--- config.mk ---
export PLATFORM = sky130hd
export DESIGN_NAME = eth_ipv4_l4_header_parser
export DESIGN_NICKNAME = d
export VERILOG_FILES = /design/src/design/eipl4_pkg.sv /design/src/design/eipl4_front.sv /design/src/design/eipl4_fifo.sv /design/src/design/eipl4_back.sv /design/src/design/eth_ipv4_l4_header_parser.sv
export SDC_FILE = /design/constraint.sdc
export NUM_CORES = 1
export LEC_CHECK = 0
export ABC_AREA = 1
export ABC_CLOCK_PERIOD_IN_PS = 9500
export BUFFER_PORTS_ARGS = -buffer_cell sky130_fd_sc_hd__buf_4
export CORE_MARGIN = 4
export CORE_UTILIZATION = 50
export CTS_BUF_LIST = sky130_fd_sc_hd__clkbuf_4 sky130_fd_sc_hd__clkbuf_8
export CTS_CLUSTER_DIAMETER = 120
export DETAILED_ROUTE_END_ITERATION = 7
export GPL_TIMING_DRIVEN = 0
export PLACE_DENSITY = 0.78
export SYNTH_ARGS = -nofsm -noshare
export SYNTH_HDL_FRONTEND = slang
export SYNTH_HIERARCHICAL = 1
export SYNTH_SLANG_ARGS = --single-unit
--- constraint.sdc ---
create_clock -name clk -period 9.5 [get_ports clk]
set_input_delay 1.425 -clock clk [delete_from_list [all_inputs] [get_ports clk]]
set_output_delay 1.425 -clock clk [all_outputs]
set_load 0.03 [all_outputs]
--- src/design/eipl4_pkg.sv ---
// Shared types, constants and status codes for the Ethernet/IPv4/L4 header parser.
`default_nettype none
package eipl4_pkg;

    localparam logic [15:0] MAX_CAPTURE = 16'd65535;
    localparam logic [15:0] ETH_HDR_LEN = 16'd14;
    localparam logic [15:0] IP_MIN_LEN  = 16'd20;
    localparam logic [15:0] TCP_HDR_LEN = 16'd20;
    localparam logic [15:0] UDP_HDR_LEN = 16'd8;
    localparam logic [15:0] TYPE_IPV4   = 16'h0800;
    localparam logic [7:0]  PROTO_TCP   = 8'd6;
    localparam logic [7:0]  PROTO_UDP   = 8'd17;

    // Byte offsets of the header fields in the frame
    localparam logic [15:0] POS_TYPE_HI = 16'd12;
    localparam logic [15:0] POS_TYPE_LO = 16'd13;
    localparam logic [15:0] POS_IHL     = 16'd14;
    localparam logic [15:0] POS_PROTO   = 16'd23;
    localparam logic [15:0] POS_SRC_LO  = 16'd26;
    localparam logic [15:0] POS_SRC_HI  = 16'd29;
    localparam logic [15:0] POS_DST_LO  = 16'd30;
    localparam logic [15:0] POS_DST_HI  = 16'd33;
    localparam logic [15:0] POS_L4_MIN  = 16'd34;

    typedef enum logic [3:0] {
        ST_NON_IP       = 4'd0,
        ST_TCP          = 4'd1,
        ST_UDP          = 4'd2,
        ST_OTHER_IP     = 4'd3,
        ST_SHORT_ETH    = 4'd4,
        ST_SHORT_IP     = 4'd5,
        ST_BAD_IHL      = 4'd6,
        ST_SHORT_IP_HDR = 4'd7,
        ST_SHORT_TCP    = 4'd8,
        ST_SHORT_UDP    = 4'd9
    } eipl4_status_t;

    typedef struct packed {
        logic [7:0]  data_byte;
        logic        last_byte;
        logic [15:0] wire_length;
    } eipl4_in_t;

    typedef struct packed {
        logic [3:0]  status;
        logic [15:0] eth_type;
        logic [7:0]  ip_protocol;
        logic [31:0] source_address;
        logic [31:0] dest_address;
        logic [15:0] source_port;
        logic [15:0] dest_port;
        logic [15:0] frame_length;
    } eipl4_out_t;

    // Everything captured from one frame, handed from front to back
    typedef struct packed {
        logic [15:0] cap_len;
        logic [15:0] eth_type;
        logic [3:0]  ihl;
        logic [7:0]  proto;
        logic [31:0] src;
        logic [31:0] dst;
        logic [15:0] sport;
        logic [15:0] dport;
        logic [15:0] wire_len;
    } eipl4_sum_t;

endpackage
`default_nettype wire

--- src/design/eipl4_front.sv ---
// Front end: accepts frame bytes, counts them and captures header fields.
`default_nettype none
module eipl4_front (
    input  wire logic                  clk,
    input  wire logic                  rst_n,
    input  wire logic                  push,
    input  wire logic                  q_full,
    input  wire eipl4_pkg::eipl4_in_t  frame_word,
    output logic                       q_push,
    output eipl4_pkg::eipl4_sum_t      q_data
);
    import eipl4_pkg::*;

    logic [15:0] count_reg, count_next;
    logic [15:0] type_reg, type_next;
    logic [3:0]  ihl_reg, ihl_next;
    logic [7:0]  proto_reg, proto_next;
    logic [31:0] src_reg, src_next;
    logic [31:0] dst_reg, dst_next;
    logic [15:0] sport_reg, sport_next;
    logic [15:0] dport_reg, dport_next;

    logic        accept;
    logic        take;
    logic [15:0] pos;
    logic [15:0] l4;
    logic [7:0]  b;

    assign accept = push && !q_full;
    assign take   = accept && (count_reg < MAX_CAPTURE);
    assign pos    = count_reg;
    assign b      = frame_word.data_byte;
    assign l4     = ETH_HDR_LEN + {10'd0, ihl_reg, 2'b00};

    always_comb
    begin
        count_next = count_reg;
        type_next  = type_reg;
        ihl_next   = ihl_reg;
        proto_next = proto_reg;
        src_next   = src_reg;
        dst_next   = dst_reg;
        sport_next = sport_reg;
        dport_next = dport_reg;
        if (take)
        begin
            count_next = count_reg + 16'd1;
            if (pos == POS_TYPE_HI || pos == POS_TYPE_LO)
                type_next = {type_reg[7:0], b};
            if (pos == POS_IHL)
                ihl_next = b[3:0];
            if (pos == POS_PROTO)
                proto_next = b;
            if (pos >= POS_SRC_LO && pos <= POS_SRC_HI)
                src_next = {src_reg[23:0], b};
            if (pos >= POS_DST_LO && pos <= POS_DST_HI)
                dst_next = {dst_reg[23:0], b};
            if (pos >= POS_L4_MIN)
            begin
                if (pos == l4 || pos == l4 + 16'd1)
                    sport_next = {sport_reg[7:0], b};
                if (pos == l4 + 16'd2 || pos == l4 + 16'd3)
                    dport_next = {dport_reg[7:0], b};
            end
        end
    end

    // Hand the finished frame to the queue on the last byte
    assign q_push = accept && frame_word.last_byte;

    always_comb
    begin
        q_data.cap_len  = count_next;
        q_data.eth_type = type_next;
        q_data.ihl      = ihl_next;
        q_data.proto    = proto_next;
        q_data.src      = src_next;
        q_data.dst      = dst_next;
        q_data.sport    = sport_next;
        q_data.dport    = dport_next;
        q_data.wire_len = frame_word.wire_length;
    end

    always_ff @(posedge clk or negedge rst_n)
    begin
        if (!rst_n)
        begin
            count_reg <= '0;
            type_reg  <= '0;
            ihl_reg   <= '0;
            proto_reg <= '0;
            src_reg   <= '0;
            dst_reg   <= '0;
            sport_reg <= '0;
            dport_reg <= '0;
        end
        else if (q_push)
        begin
            // Clear for the next frame
            count_reg <= '0;
            type_reg  <= '0;
            ihl_reg   <= '0;
            proto_reg <= '0;
            src_reg   <= '0;
            dst_reg   <= '0;
            sport_reg <= '0;
            dport_reg <= '0;
        end
        else
        begin
            count_reg <= count_next;
            type_reg  <= type_next;
            ihl_reg   <= ihl_next;
            proto_reg <= proto_next;
            src_reg   <= src_next;
            dst_reg   <= dst_next;
            sport_reg <= sport_next;
            dport_reg <= dport_next;
        end
    end

endmodule
`default_nettype wire

--- src/design/eipl4_fifo.sv ---
// Two-entry queue of frame summaries between front and back.
`default_nettype none
module eipl4_fifo (
    input  wire logic                   clk,
    input  wire logic                   rst_n,
    input  wire logic                   wr_en,
    input  wire eipl4_pkg::eipl4_sum_t  wr_data,
    output logic                        q_full,
    input  wire logic                   rd_en,
    output logic                        q_empty,
    output eipl4_pkg::eipl4_sum_t       rd_data
);
    import eipl4_pkg::*;

    eipl4_sum_t  mem [2];
    logic        wr_ptr_reg;
    logic        rd_ptr_reg;
    logic [1:0]  fill_reg;

    assign q_full  = (fill_reg == 2'd2);
    assign q_empty = (fill_reg == 2'd0);
    assign rd_data = mem[rd_ptr_reg];

    always_ff @(posedge clk)
    begin
        if (wr_en)
            mem[wr_ptr_reg] <= wr_data;
    end

    always_ff @(posedge clk or negedge rst_n)
    begin
        if (!rst_n)
        begin
            wr_ptr_reg <= 1'b0;
            rd_ptr_reg <= 1'b0;
            fill_reg   <= 2'd0;
        end
        else
        begin
            if (wr_en)
                wr_ptr_reg <= ~wr_ptr_reg;
            if (rd_en)
                rd_ptr_reg <= ~rd_ptr_reg;
            if (wr_en && !rd_en)
                fill_reg <= fill_reg + 2'd1;
            else if (rd_en && !wr_en)
                fill_reg <= fill_reg - 2'd1;
        end
    end

endmodule
`default_nettype wire

--- src/design/eipl4_back.sv ---
// Back end: classifies a frame summary and holds the result word.
`default_nettype none
module eipl4_back (
    input  wire logic                   clk,
    input  wire logic                   rst_n,
    input  wire logic                   q_empty,
    input  wire eipl4_pkg::eipl4_sum_t  q_data,
    output logic                        q_pop,
    output logic                        empty,
    input  wire logic                   pop,
    output eipl4_pkg::eipl4_out_t       header_word
);
    import eipl4_pkg::*;

    logic          valid_reg;
    eipl4_out_t    word_reg;
    eipl4_out_t    word_next;
    eipl4_status_t status;
    logic          ip_ok;
    logic          ports_ok;
    logic [15:0]   l4;
    logic [15:0]   cap;

    assign cap = q_data.cap_len;
    assign l4  = ETH_HDR_LEN + {10'd0, q_data.ihl, 2'b00};

    always_comb
    begin
        ip_ok    = 1'b0;
        ports_ok = 1'b0;
        if (cap < ETH_HDR_LEN)
            status = ST_SHORT_ETH;
        else if (q_data.eth_type != TYPE_IPV4)
            status = ST_NON_IP;
        else if (cap < ETH_HDR_LEN + IP_MIN_LEN)
            status = ST_SHORT_IP;
        else if ({10'd0, q_data.ihl, 2'b00} < IP_MIN_LEN)
            status = ST_BAD_IHL;
        else if (cap < l4)
            status = ST_SHORT_IP_HDR;
        else
        begin
            ip_ok = 1'b1;
            if (q_data.proto == PROTO_TCP)
            begin
                ports_ok = (cap >= l4 + TCP_HDR_LEN);
                status   = ports_ok ? ST_TCP : ST_SHORT_TCP;
            end
            else if (q_data.proto == PROTO_UDP)
            begin
                ports_ok = (cap >= l4 + UDP_HDR_LEN);
                status   = ports_ok ? ST_UDP : ST_SHORT_UDP;
            end
            else
                status = ST_OTHER_IP;
        end

        word_next.status         = status;
        word_next.eth_type       = (status == ST_SHORT_ETH) ? 16'd0 : q_data.eth_type;
        word_next.ip_protocol    = ip_ok ? q_data.proto : 8'd0;
        word_next.source_address = ip_ok ? q_data.src : 32'd0;
        word_next.dest_address   = ip_ok ? q_data.dst : 32'd0;
        word_next.source_port    = ports_ok ? q_data.sport : 16'd0;
        word_next.dest_port      = ports_ok ? q_data.dport : 16'd0;
        word_next.frame_length   = q_data.wire_len;
    end

    // Refill the output register when it is free or being taken this cycle
    assign q_pop       = !q_empty && (!valid_reg || pop);
    assign empty       = !valid_reg;
    assign header_word = word_reg;

    always_ff @(posedge clk)
    begin
        if (q_pop)
            word_reg <= word_next;
    end

    always_ff @(posedge clk or negedge rst_n)
    begin
        if (!rst_n)
            valid_reg <= 1'b0;
        else if (q_pop)
            valid_reg <= 1'b1;
        else if (pop)
            valid_reg <= 1'b0;
    end

endmodule
`default_nettype wire

--- src/design/eth_ipv4_l4_header_parser.sv ---
// Top level of the Ethernet/IPv4/TCP-UDP header parser.
//
// Input channel: one frame byte per word (data_byte, last_byte, wire_length),
// taken at a clock edge with push high and full low. A word is taken every
// cycle while full is low. The front end counts bytes (saturating at 65535)
// and captures ethertype, IHL, protocol, addresses and the L4 ports.
// On the last byte the front end pushes a frame summary into a two-entry
// queue and clears its capture registers, so the next frame may start in
// the very next cycle.
// Result channel: one word per frame. The back end classifies the head of
// the queue and loads the output register; a result shows with empty low when
// it lands in the output register and leaves at an edge with pop high.
// Throughput: one byte per cycle unless full; one frame per cycle while pop high.
// Stall: while pop is held low the output register holds, the queue fills,
// and full rises once two summaries wait; bytes are then held off.
// Reset (rst_n low, asynchronous) drops any partial frame and all queued and
// pending results.
`default_nettype none
module eth_ipv4_l4_header_parser (
    input  wire logic                  clk,
    input  wire logic                  rst_n,
    input  wire logic                  push,
    output logic                       full,
    input  wire eipl4_pkg::eipl4_in_t  frame_word,
    output logic                       empty,
    input  wire logic                  pop,
    output eipl4_pkg::eipl4_out_t      header_word
);
    import eipl4_pkg::*;

    logic       q_full;
    logic       q_empty;
    logic       q_push;
    logic       q_pop;
    eipl4_sum_t q_wr_data;
    eipl4_sum_t q_rd_data;

    // Hold off bytes while the summary queue has no room
    assign full = q_full;

    eipl4_front u_front (
        .clk        (clk),
        .rst_n      (rst_n),
        .push       (push),
        .q_full     (q_full),
        .frame_word (frame_word),
        .q_push     (q_push),
        .q_data     (q_wr_data)
    );

    eipl4_fifo u_fifo (
        .clk     (clk),
        .rst_n   (rst_n),
        .wr_en   (q_push),
        .wr_data (q_wr_data),
        .q_full  (q_full),
        .rd_en   (q_pop),
        .q_empty (q_empty),
        .rd_data (q_rd_data)
    );

    eipl4_back u_back (
        .clk         (clk),
        .rst_n       (rst_n),
        .q_empty     (q_empty),
        .q_data      (q_rd_data),
        .q_pop       (q_pop),
        .empty       (empty),
        .pop         (pop),
        .header_word (header_word)
    );

endmodule
`default_nettype wire
==> results of run 1 <==
==> per-layer routing <==
| layer | up-vias | share of wire | track usage |
|---|---|---|---|
| met5 | - | 0 | 0 |
| met4 | 0 | 0.030 | 0.0794 |
| met3 | 119 | 0.069 | 0.0420 |
| met2 | 562 | 0.49 | 0.332 |
| met1 | 7751 | 0.41 | 0.251 |
| li1 | 7372 | - | - |
==> cell type report <==
| class | instances | area share |
|---|---|---|
| Clock buffer | 138 | 0.0576 |
| Sequential cell | 595 | 0.583 |
| Buffer | 93 | 0.0221 |
| Tap cell | 664 | 0.0283 |
| Timing Repair Buffer | 165 | 0.0477 |
| Clock inverter | 39 | 0.0111 |
| Multi-Input combinational cell | 1060 | 0.213 |
| Inverter | 284 | 0.0367 |
| Antenna cell | 1 | 0.0000851 |
==> cells in the final DEF, fill, tap and decap left out, types with 28 or more instances in the layout <==
master,n
mux2_2,155
inv_1,276
nand2_1,315
dfrtp_1,145
nor2_1,210
edfxtp_1,450
a21oi_1,83
clkbuf_4,33
o21ai_1,39
nand4_1,75
clkbuf_8,105
nor2_2,31
nand3_1,28
buf_4,173
==> how the worst min path moves through the flow <==
stage	to	cells after the start	slack, ns
floorplan	u_fifo/fill_reg[1]$_DFFE_PN0P_	2	0.46
global placement	u_fifo/fill_reg[1]$_DFFE_PN0P_	2	0.49
detailed placement	u_fifo/fill_reg[1]$_DFFE_PN0P_	2	0.53
CTS	u_front/dst_reg[30]$_DFF_PN0_	2	0.54
global route	u_front/dst_reg[30]$_DFF_PN0_	2	0.56
finish	u_front/dst_reg[30]$_DFF_PN0_	2	0.54
==> power by group through the flow <==
stage	registers, uW	clock network (uW)	logic (uW)
floorplan	3970	0	1110
CTS	3430	2320	2320
global placement	3600	0	2190
finish	3430	2270	2290
detailed placement	3480	0	2300
global route	3460	2460	2470
==> worst max-delay path: stages <==
cell,delay (ns)
buf_4,0.08
inv_1,0.03
nor2_1,0.10
inv_1,0.14
nor2_1,0.43
clkbuf_1,0.72
clkbuf_1,0.55
inv_1,0.16
nor2_4,0.72
buf_12,0.29
buf_12,0.22
buf_12,0.24
==> per-stage QoR <==
step           hold WS (ns)  setup slack, ns  cell area (sq um)  cells
6_report              0.536             4.68              29400   3039
5_1_grt               0.557             4.39              29400   3038
4_1_cts               0.536             4.72              29400   3038
3_5_place_dp          0.525             4.02              27400   2861
3_3_place_gp          0.489            -1.90              27100   2850
2_1_floorplan         0.463             1.03              25100   2032
==> run_results.csv, run 1 <==
group,metric,value,unit
layout,multi_input_area,6270,sq um
sta,finClkSkew,0.0293,ns
power_and_ir_drop,pwr-share-comb,0.287,
clock_tree,cts_root_buf,"clkbuf_8",
sta,fmaxAchievable,208,MHz
sta,tns,0,ns
sta,slew_headroom,0.394,
sta,rsz0062_at_grt,"no",
clock_tree,cts_buffers,94,
yosys,avgSynthCellArea,12.4,sq um
drt,drt_wl_total,53300,um
sta,hold_violations,0,
power_and_ir_drop,p_leak,0.0132,uW
power_and_ir_drop,swShare,0.320,
drt,drc,0,
power_and_ir_drop,p_per_area,272,nW/um^2
sta,period_share,0.507,
layout,areaGrowthSynthToFinish,17.0,%
run,max_cap_violations,0,
drt,vias,15804,
floorplanning,die_h,232,um
critical_path,path_max_fanout,32,
min_path,min_path_type,"reg -> reg",
critical_path,critPathKind,"in -> reg",
floorplanning,floorplan.initialDensity,0.510,
sta,finalSetupViolations,0,
critical_path,reg2regPathDepth,12,
critical_path,endpoint_kind,"flop",
clock_tree,cts_resized,0,
sta,worstMarginPinSlew,0.907,ns
critical_path,r2r-end,"u_fifo/mem[0][5]$_DFFE_PP_",
floorplanning,coreArea,49300,sq um
power_and_ir_drop,clock_power_share,0.284,
clock_tree,clk_latency,0.67,ns
critical_path,required,9.85,ns
critical_path,crit_path_start,"push",
yosys,synth_warnings,6,
global_routing,grt_pass1_wl,84200,um
clock_tree,cts_tree,"built",
power_and_ir_drop,finalPower,7990,uW
layout,postLayoutCoreUtil,0.597,
power_and_ir_drop,p_sw,2560,uW
layout,largest_reg_flops,310,
layout,regMostFlops,"u_fifo/mem",
clock_tree,path_clk_slew,0.07,ns
yosys,synth.cell_area,25100,sq um
layout,drive_above_1_share,0.267,
power_and_ir_drop,p_seq_frac,0.429,
critical_path,reg2reg_from,"u_fifo/fill_reg[1]$_DFFE_PN0P_",
yosys,syn_inst,2032,
clock_tree,clock-sinks,595,
global_routing,grt_antenna_before_repair,1,
floorplanning,num_io_pins,171,
drt,first_pass_iters,5,
critical_path,cp.arrival,5.17,ns
layout,n_fill_cell,3790,
drt,postRouteAntennaNets,0,
place,portBuffers,154,
clock_tree,cts.path.max_buffers,3,
floorplanning,dieWidth,232,um
global_routing,grt_pass1_vias,16424,
power_and_ir_drop,vdd_drop_max,0.000224,V
place,hpwl,36600,um
global_routing,grt_overflow_total,0,
global_routing,grtUsageTotal,0.197,
layout,final-seq-area,17100,sq um
place,gp_congestion,0.854,
critical_path,ff2ff_setup_slack,4.98,ns
clock_tree,post-cts-setup-buffers,0,
floorplanning,die_area,53900,sq um
sta,layout_min_cycle_time,4.82,ns
critical_path,endpoint,"u_fifo/mem[0][5]$_DFFE_PP_",
floorplanning,num_rows,81,
critical_path,start_kind,"primary input",
status,outcome,"finished, final reports clean",
min_path,min_from,"u_front/dst_reg[30]$_DFF_PN0_",
power_and_ir_drop,p_int,5440,uW
sta,finalMaxSlewViolations,0,
drt,drt_iter0_markers,1222,
drt,drt-wirelength-per-cell,17.5,um
yosys,synth_fp_nets,2088,
drt,vias_per_cell,5.20,
clock_tree,hold_buffers,0,
layout,nets,2349,
clock_tree,htree_levels,3,
global_routing,grt_max_degree,98,
No activity file was read; power rests on OpenSTA's default activity.
==> run 2: changes to the inputs <==
--- a/config.mk
+++ b/config.mk
@@ -6,7 +6,7 @@
 export NUM_CORES = 1
 export LEC_CHECK = 0
 export ABC_AREA = 1
-export ABC_CLOCK_PERIOD_IN_PS = 9500
+export ABC_CLOCK_PERIOD_IN_PS = 4100
 export BUFFER_PORTS_ARGS = -buffer_cell sky130_fd_sc_hd__buf_4
 export CORE_MARGIN = 4
 export CORE_UTILIZATION = 50
@@ -14,7 +14,7 @@
 export CTS_CLUSTER_DIAMETER = 120
 export DETAILED_ROUTE_END_ITERATION = 7
 export GPL_TIMING_DRIVEN = 0
-export PLACE_DENSITY = 0.78
+export PLACE_DENSITY = 0.81
 export SYNTH_ARGS = -nofsm -noshare
 export SYNTH_HDL_FRONTEND = slang
 export SYNTH_HIERARCHICAL = 1
==> constraint.sdc (replaced) <==
create_clock -name clk -period 4.1 [get_ports clk]
set_input_delay 0.615 -clock clk [delete_from_list [all_inputs] [get_ports clk]]
set_output_delay 0.615 -clock clk [all_outputs]
set_load 0.03 [all_outputs]
==> run 2 against run 1 <==
  * Clock-buffer cell count grew 7
  * Flip-flop and latch count did not move
  * Critical endpoint is now u_back/header_word[31]$_SDFFCE_PN0P_
  * Routed wire length up 0.22%
  * Cell count up 0.20%
  * Critical path depth is 9 higher
  * Highest routed layer unchanged
  * Largest power group unchanged
==> run_results.csv, run 2 (synthesis results as in run 1) <==
group,metric,value,unit
place,gp_congestion,0.870,
sta,finalSetupViolations,0,
layout,regMostFlops,"u_fifo/mem",
global_routing,top_usage_layer,"met2",
sta,slew_headroom,0.495,
clock_tree,htree_levels,3,
layout,final-seq-area,17100,sq um
layout,final_cells,3045,
drt,drt_iter0_markers,1310,
layout,areaGrowthSynthToFinish,17.7,%
critical_path,critPathKind,"reg -> reg",
critical_path,path_max_fanout,10,
drt,drc,0,
floorplanning,die_h,232,um
sta,fmaxAchievable,269,MHz
drt,drt_wl_total,53400,um
sta,fin_ws,0.378,ns
global_routing,grt_overflow_total,0,
place,portBuffers,154,
layout,largest_reg_flops,310,
global_routing,grtUsageTotal,0.198,
layout,multi_input_area,6280,sq um
critical_path,endpoint_kind,"flop",
drt,drt-wirelength-per-cell,17.5,um
global_routing,use_met2,0.332,
global_routing,grt_pass1_wl,84300,um
sta,rsz0062_at_grt,"no",
layout,postLayoutCoreUtil,0.600,
critical_path,required,4.53,ns
clock_tree,clock-sinks,595,
status,outcome,"finished, final reports clean",
layout,layout_common_cells,"edfxtp_1, nand2_1, inv_1",
global_routing,grt_antenna_before_repair,1,
run,max_cap_violations,0,
floorplanning,die_area,53900,sq um
clock_tree,cts.path.max_buffers,3,
power_and_ir_drop,p_per_area,631,nW/um^2
floorplanning,num_io_pins,171,
sta,finClkSkew,0.0366,ns
min_path,min_path_type,"in -> reg",
global_routing,grtUsageMet1,0.254,
floorplanning,dieWidth,232,um
layout,nets,2355,
sta,hold_violations,0,
power_and_ir_drop,vdd_drop_max,0.000668,V
sta,finalMaxSlewViolations,0,
critical_path,start_kind,"flop",
clock_tree,cts_tree,"built",
floorplanning,num_rows,81,
global_routing,use_met3,0.0469,
power_and_ir_drop,p_leak,0.0132,uW
sta,worstMarginPinSlew,0.756,ns
critical_path,cp.arrival,4.15,ns
min_path,min_path_cells,1,
sta,period_share,0.908,
global_routing,grt_pass1_vias,16255,
place,pre_cts_ws,0.148,ns
clock_tree,cts_buffers,94,
place,hpwl,37000,um
critical_path,reg2regPathDepth,21,
clock_tree,clk_latency,0.69,ns
clock_tree,path_clk_slew,0.07,ns
drt,first_pass_iters,7,
clock_tree,cts_root_buf,"clkbuf_8",
sta,layout_min_cycle_time,3.72,ns
drt,vias,15843,
drt,postRouteAntennaNets,0,
layout,drive_above_1_share,0.273,
floorplanning,floorplan.initialDensity,0.510,
place,placed_cells,2864,
drt,vias_per_cell,5.20,
layout,layout_commonest_cell,"edfxtp_1",
global_routing,grt_max_degree,100,
layout,n_fill_cell,3741,
floorplanning,coreArea,49300,sq um
run 2: final cells by class:
type	instances	area share
diodes	1	0.0000846
plain buffers	93	0.0230
clock buffers	145	0.0616
clock inverters	32	0.00863
inverters	284	0.0364
multi-input cells	1060	0.212
flip-flops and latches	595	0.580
well taps	664	0.0281
repair buffers	171	0.0501
run 2: stage by stage:
step / TNS [ns] / area (sq um) / hold slack (ns) / total power (uW)
floorplan: -4.39 / 25200 / 0.319 / 11700
detailed placement: 0 / 27400 / 0.496 / 13400
global placement: -535.40 / 27100 / 0.490 / 13200
finish: 0 / 29600 / 0.113 / 18700
CTS: 0 / 29500 / 0.0583 / 18800
global route: 0 / 29600 / 0.0611 / 19600
run 2: timing repair:
action / CTS / global route
buffers inserted: 0 / 2
hold buffers: 1 / 0
hold endpoints to repair: 46 / 0
setup endpoints to repair: 0 / 32
resized for setup: 0 / 4
run 2: final timing paths:
path                                                start                                   end  slack (ns)
setup / recovery            u_fifo/rd_ptr_reg$_DFFE_PN0P_  u_back/header_word[31]$_SDFFCE_PN0P_        0.38
hold / removal                              frame_word[8]            u_fifo/mem[0][8]$_DFFE_PP_        0.11
setup reg to reg            u_fifo/rd_ptr_reg$_DFFE_PN0P_  u_back/header_word[31]$_SDFFCE_PN0P_        0.38
hold reg to reg            u_fifo/fill_reg[1]$_DFFE_PN0P_        u_fifo/fill_reg[1]$_DFFE_PN0P_        0.51
max in group asynchronous                           rst_n         u_front/src_reg[31]$_DFF_PN0_        2.78
min in group asynchronous                           rst_n         u_front/dst_reg[12]$_DFF_PN0_        0.43
run 2: power by group:
| group | switching (uW) | internal (uW) |
|---|---|---|
| logic | 3360 | 2010 |
| clock network | 2290 | 3040 |
| registers | 310 | 7640 |
| total | 5960 | 12700 |
run 2: layer usage:
metal / up-vias / part of all wire
met1: 7725 / 0.41
met5: - / 0
met3: 119 / 0.072
met2: 615 / 0.49
met4: 0 / 0.030
li1: 7384 / -
run 2: critical path, stage by stage, from the launching register on:
cell     delay (ns)
dfrtp_1        0.39
buf_6          0.12
buf_6          0.14
mux2_2         0.39
inv_1          0.13
ha_1           0.18
nor2_1         0.08
nor2_2         0.16
inv_1          0.10
ha_1           0.22
a21oi_1        0.17
xnor2_1        0.10
ha_1           0.32
nand2_1        0.07
nand2_1        0.04
a21oi_1        0.13
nand3_1        0.09
nand2_1        0.10
nand2_1        0.09
nand3_4        0.18
buf_8          0.19
nor2_2         0.06
==> run 3: changes to the inputs <==
--- a/config.mk
+++ b/config.mk
@@ -5,7 +5,6 @@
 export SDC_FILE = /design/constraint.sdc
 export NUM_CORES = 1
 export LEC_CHECK = 0
-export ABC_AREA = 1
 export ABC_CLOCK_PERIOD_IN_PS = 4100
 export BUFFER_PORTS_ARGS = -buffer_cell sky130_fd_sc_hd__buf_4
 export CORE_MARGIN = 4
==> run 3 against run 2 <==
  * Combinational power decreased by 4%
  * Largest power group unchanged
  * First-iteration DRC count fell by 22%
  * Synthesized cell count is 18% lower
  * Core utilization down 0.38 points
  * Die area shrank 1.0%
==> run_results.csv, run 3 <==
group,metric,value,unit
drt,drt-wirelength-per-cell,20.3,um
sta,fin_ws,0.245,ns
min_path,min_path_type,"in -> reg",
drt,first_pass_iters,7,
layout,nets,1984,
clock_tree,cts_buffers,91,
global_routing,grtUsageTotal,0.203,
drt,drc,0,
sta,layout_min_cycle_time,3.85,ns
sta,worstMarginPinSlew,1.02,ns
critical_path,critPathKind,"reg -> reg",
floorplanning,die_area,53300,sq um
clock_tree,path_clk_slew,0.06,ns
global_routing,grt_max_degree,80,
clock_tree,cts.path.max_buffers,3,
layout,layout_commonest_cell,"edfxtp_1",
floorplanning,num_io_pins,171,
sta,hold_violations,0,
run,max_cap_violations,0,
critical_path,cp.arrival,4.21,ns
critical_path,required,4.45,ns
critical_path,start_kind,"flop",
floorplanning,floorplan.initialDensity,0.506,
sta,slew_headroom,0.313,
floorplanning,dieWidth,231,um
sta,fmaxAchievable,259,MHz
layout,n_fill_cell,3654,
yosys,avgSynthCellArea,14.9,sq um
yosys,synth.cell_area,24800,sq um
clock_tree,cts_root_buf,"clkbuf_8",
layout,regMostFlops,"u_fifo/mem",
floorplanning,die_h,231,um
layout,largest_reg_flops,310,
drt,drt_wl_total,54300,um
drt,vias,14469,
clock_tree,cts_tree,"built",
power_and_ir_drop,p_per_area,615,nW/um^2
yosys,synth_warnings,6,
floorplanning,coreArea,49100,sq um
clock_tree,htree_levels,3,
layout,postLayoutCoreUtil,0.596,
floorplanning,num_rows,81,
drt,postRouteAntennaNets,0,
critical_path,endpoint,"u_back/header_word[27]$_SDFFCE_PN0P_",
sta,finalMaxSlewViolations,0,
power_and_ir_drop,vdd_drop_max,0.000245,V
sta,finalSetupViolations,0,
drt,vias_per_cell,5.42,
critical_path,r2r-end,"u_back/header_word[27]$_SDFFCE_PN0P_",
layout,layout_common_cells,"edfxtp_1, mux2_2, buf_4",
critical_path,endpoint_kind,"flop",
status,outcome,"finished, final reports clean",
global_routing,grt_overflow_total,0,
layout,drive_above_1_share,0.329,
layout,final-seq-area,17100,sq um
drt,drt_iter0_markers,1022,
critical_path,crit_path_start,"u_fifo/rd_ptr_reg$_DFFE_PN0P_",
yosys,syn_inst,1665,
global_routing,grt_pass1_vias,15082,
clock_tree,clk_latency,0.64,ns
critical_path,reg2regPathDepth,16,
critical_path,ff2ff_setup_slack,0.25,ns
yosys,synth_fp_nets,1721,
sta,finClkSkew,0.0229,ns
sta,period_share,0.940,
sta,rsz0062_at_grt,"no",
power_and_ir_drop,p_leak,0.0118,uW
clock_tree,clock-sinks,595,
critical_path,path_max_fanout,19,
global_routing,grt_pass1_wl,85000,um
layout,areaGrowthSynthToFinish,17.8,%
place,portBuffers,154,
global_routing,grt_antenna_before_repair,2,
critical_path,reg2reg_from,"u_fifo/rd_ptr_reg$_DFFE_PN0P_",
place,hpwl,36200,um
place,pre_cts_ws,-0.243,ns
place,gp_congestion,0.886,
sta,tns,0,ns
layout,multi_input_area,6850,sq um
[run 3: cell types whose count changed in the layout (fill, tap and decap cells not counted), moves of 22 or more]
cell	change
mux2_1	+22
a21oi_1	-27
nor2_2	-32
inv_1	-188
nor2_1	-198
mux2_2	+43
nand4_1	-66
nand2_1	-152
nor3_1	+69
and2_1	+90
o21ai_1	-38
[run 3: per-layer routing]
metal / vias to the layer above / share of wire / GRT usage
met1: 7274 / 0.41 / 0.265
met3: 99 / 0.061 / 0.0357
met2: 512 / 0.50 / 0.341
met4: 0 / 0.030 / 0.0791
li1: 6584 / - / -
met5: - / 0 / 0
[run 3: stage by stage]
| stage | power, uW | area [sq um] | cells | hold slack [ns] |
|---|---|---|---|---|
| floorplan | 11300 | 24900 | 1665 | 0.319 |
| finish | 18000 | 29300 | 2671 | 0.165 |
| detailed placement | 13100 | 27200 | 2496 | 0.475 |
| global placement | 12900 | 26900 | 2483 | 0.474 |
| global route | 18800 | 29300 | 2671 | 0.131 |
| CTS | 18100 | 29200 | 2670 | 0.115 |
[run 3: area by class of cell]
type,count,area share
Antenna cell,1,0.0000855
Clock inverter,29,0.00689
Timing Repair Buffer,171,0.0516
Multi-Input combinational cell,880,0.234
Clock buffer,142,0.0580
Tap cell,664,0.0284
Inverter,89,0.0114
Sequential cell,595,0.586
Buffer,100,0.0235
[run 3: worst max-delay path, stage by stage, from the launching register on]
cell	delay, ns
dfrtp_1	0.39
buf_6	0.26
mux2_2	0.43
inv_2	0.11
ha_4	0.18
xor2_4	0.19
inv_1	0.10
ha_1	0.23
xor2_1	0.17
ha_1	0.31
and4_1	0.16
o311a_1	0.15
nor4_4	0.31
a2bb2oi_4	0.19
buf_12	0.14
buf_6	0.16
nor4b_2	0.08
[run 3: worst min-delay path by stage]
stage          cells after the start                             end                           start
2_1_floorplan                      0    u_back/valid_reg$_DFFE_PN0P_                           rst_n
3_3_place_gp                       1  u_fifo/fill_reg[1]$_DFFE_PN0P_  u_fifo/fill_reg[1]$_DFFE_PN0P_
3_5_place_dp                       1  u_fifo/fill_reg[1]$_DFFE_PN0P_  u_fifo/fill_reg[1]$_DFFE_PN0P_
4_1_cts                            1     u_fifo/mem[1][10]$_DFFE_PP_                  frame_word[10]
5_1_grt                            1      u_fifo/mem[1][3]$_DFFE_PP_                   frame_word[3]
6_report                           1     u_fifo/mem[0][15]$_DFFE_PP_                  frame_word[15]
[run 3: where the power goes]
group / internal, uW / switching (uW)
clock: 2770 / 2200
sequential: 7570 / 278
combinational: 2000 / 3180
[run 3: what timing repair did]
| action | CTS | global route |
|---|---|---|
| gates resized for setup | 13 | 15 |
| setup buffers | 2 | 1 |
| hold endpoints to repair | 66 | 0 |
| setup endpoints to repair | 34 | 58 |
| hold buffers | 1 | 0 |
| pin swaps | 1 | 2 |
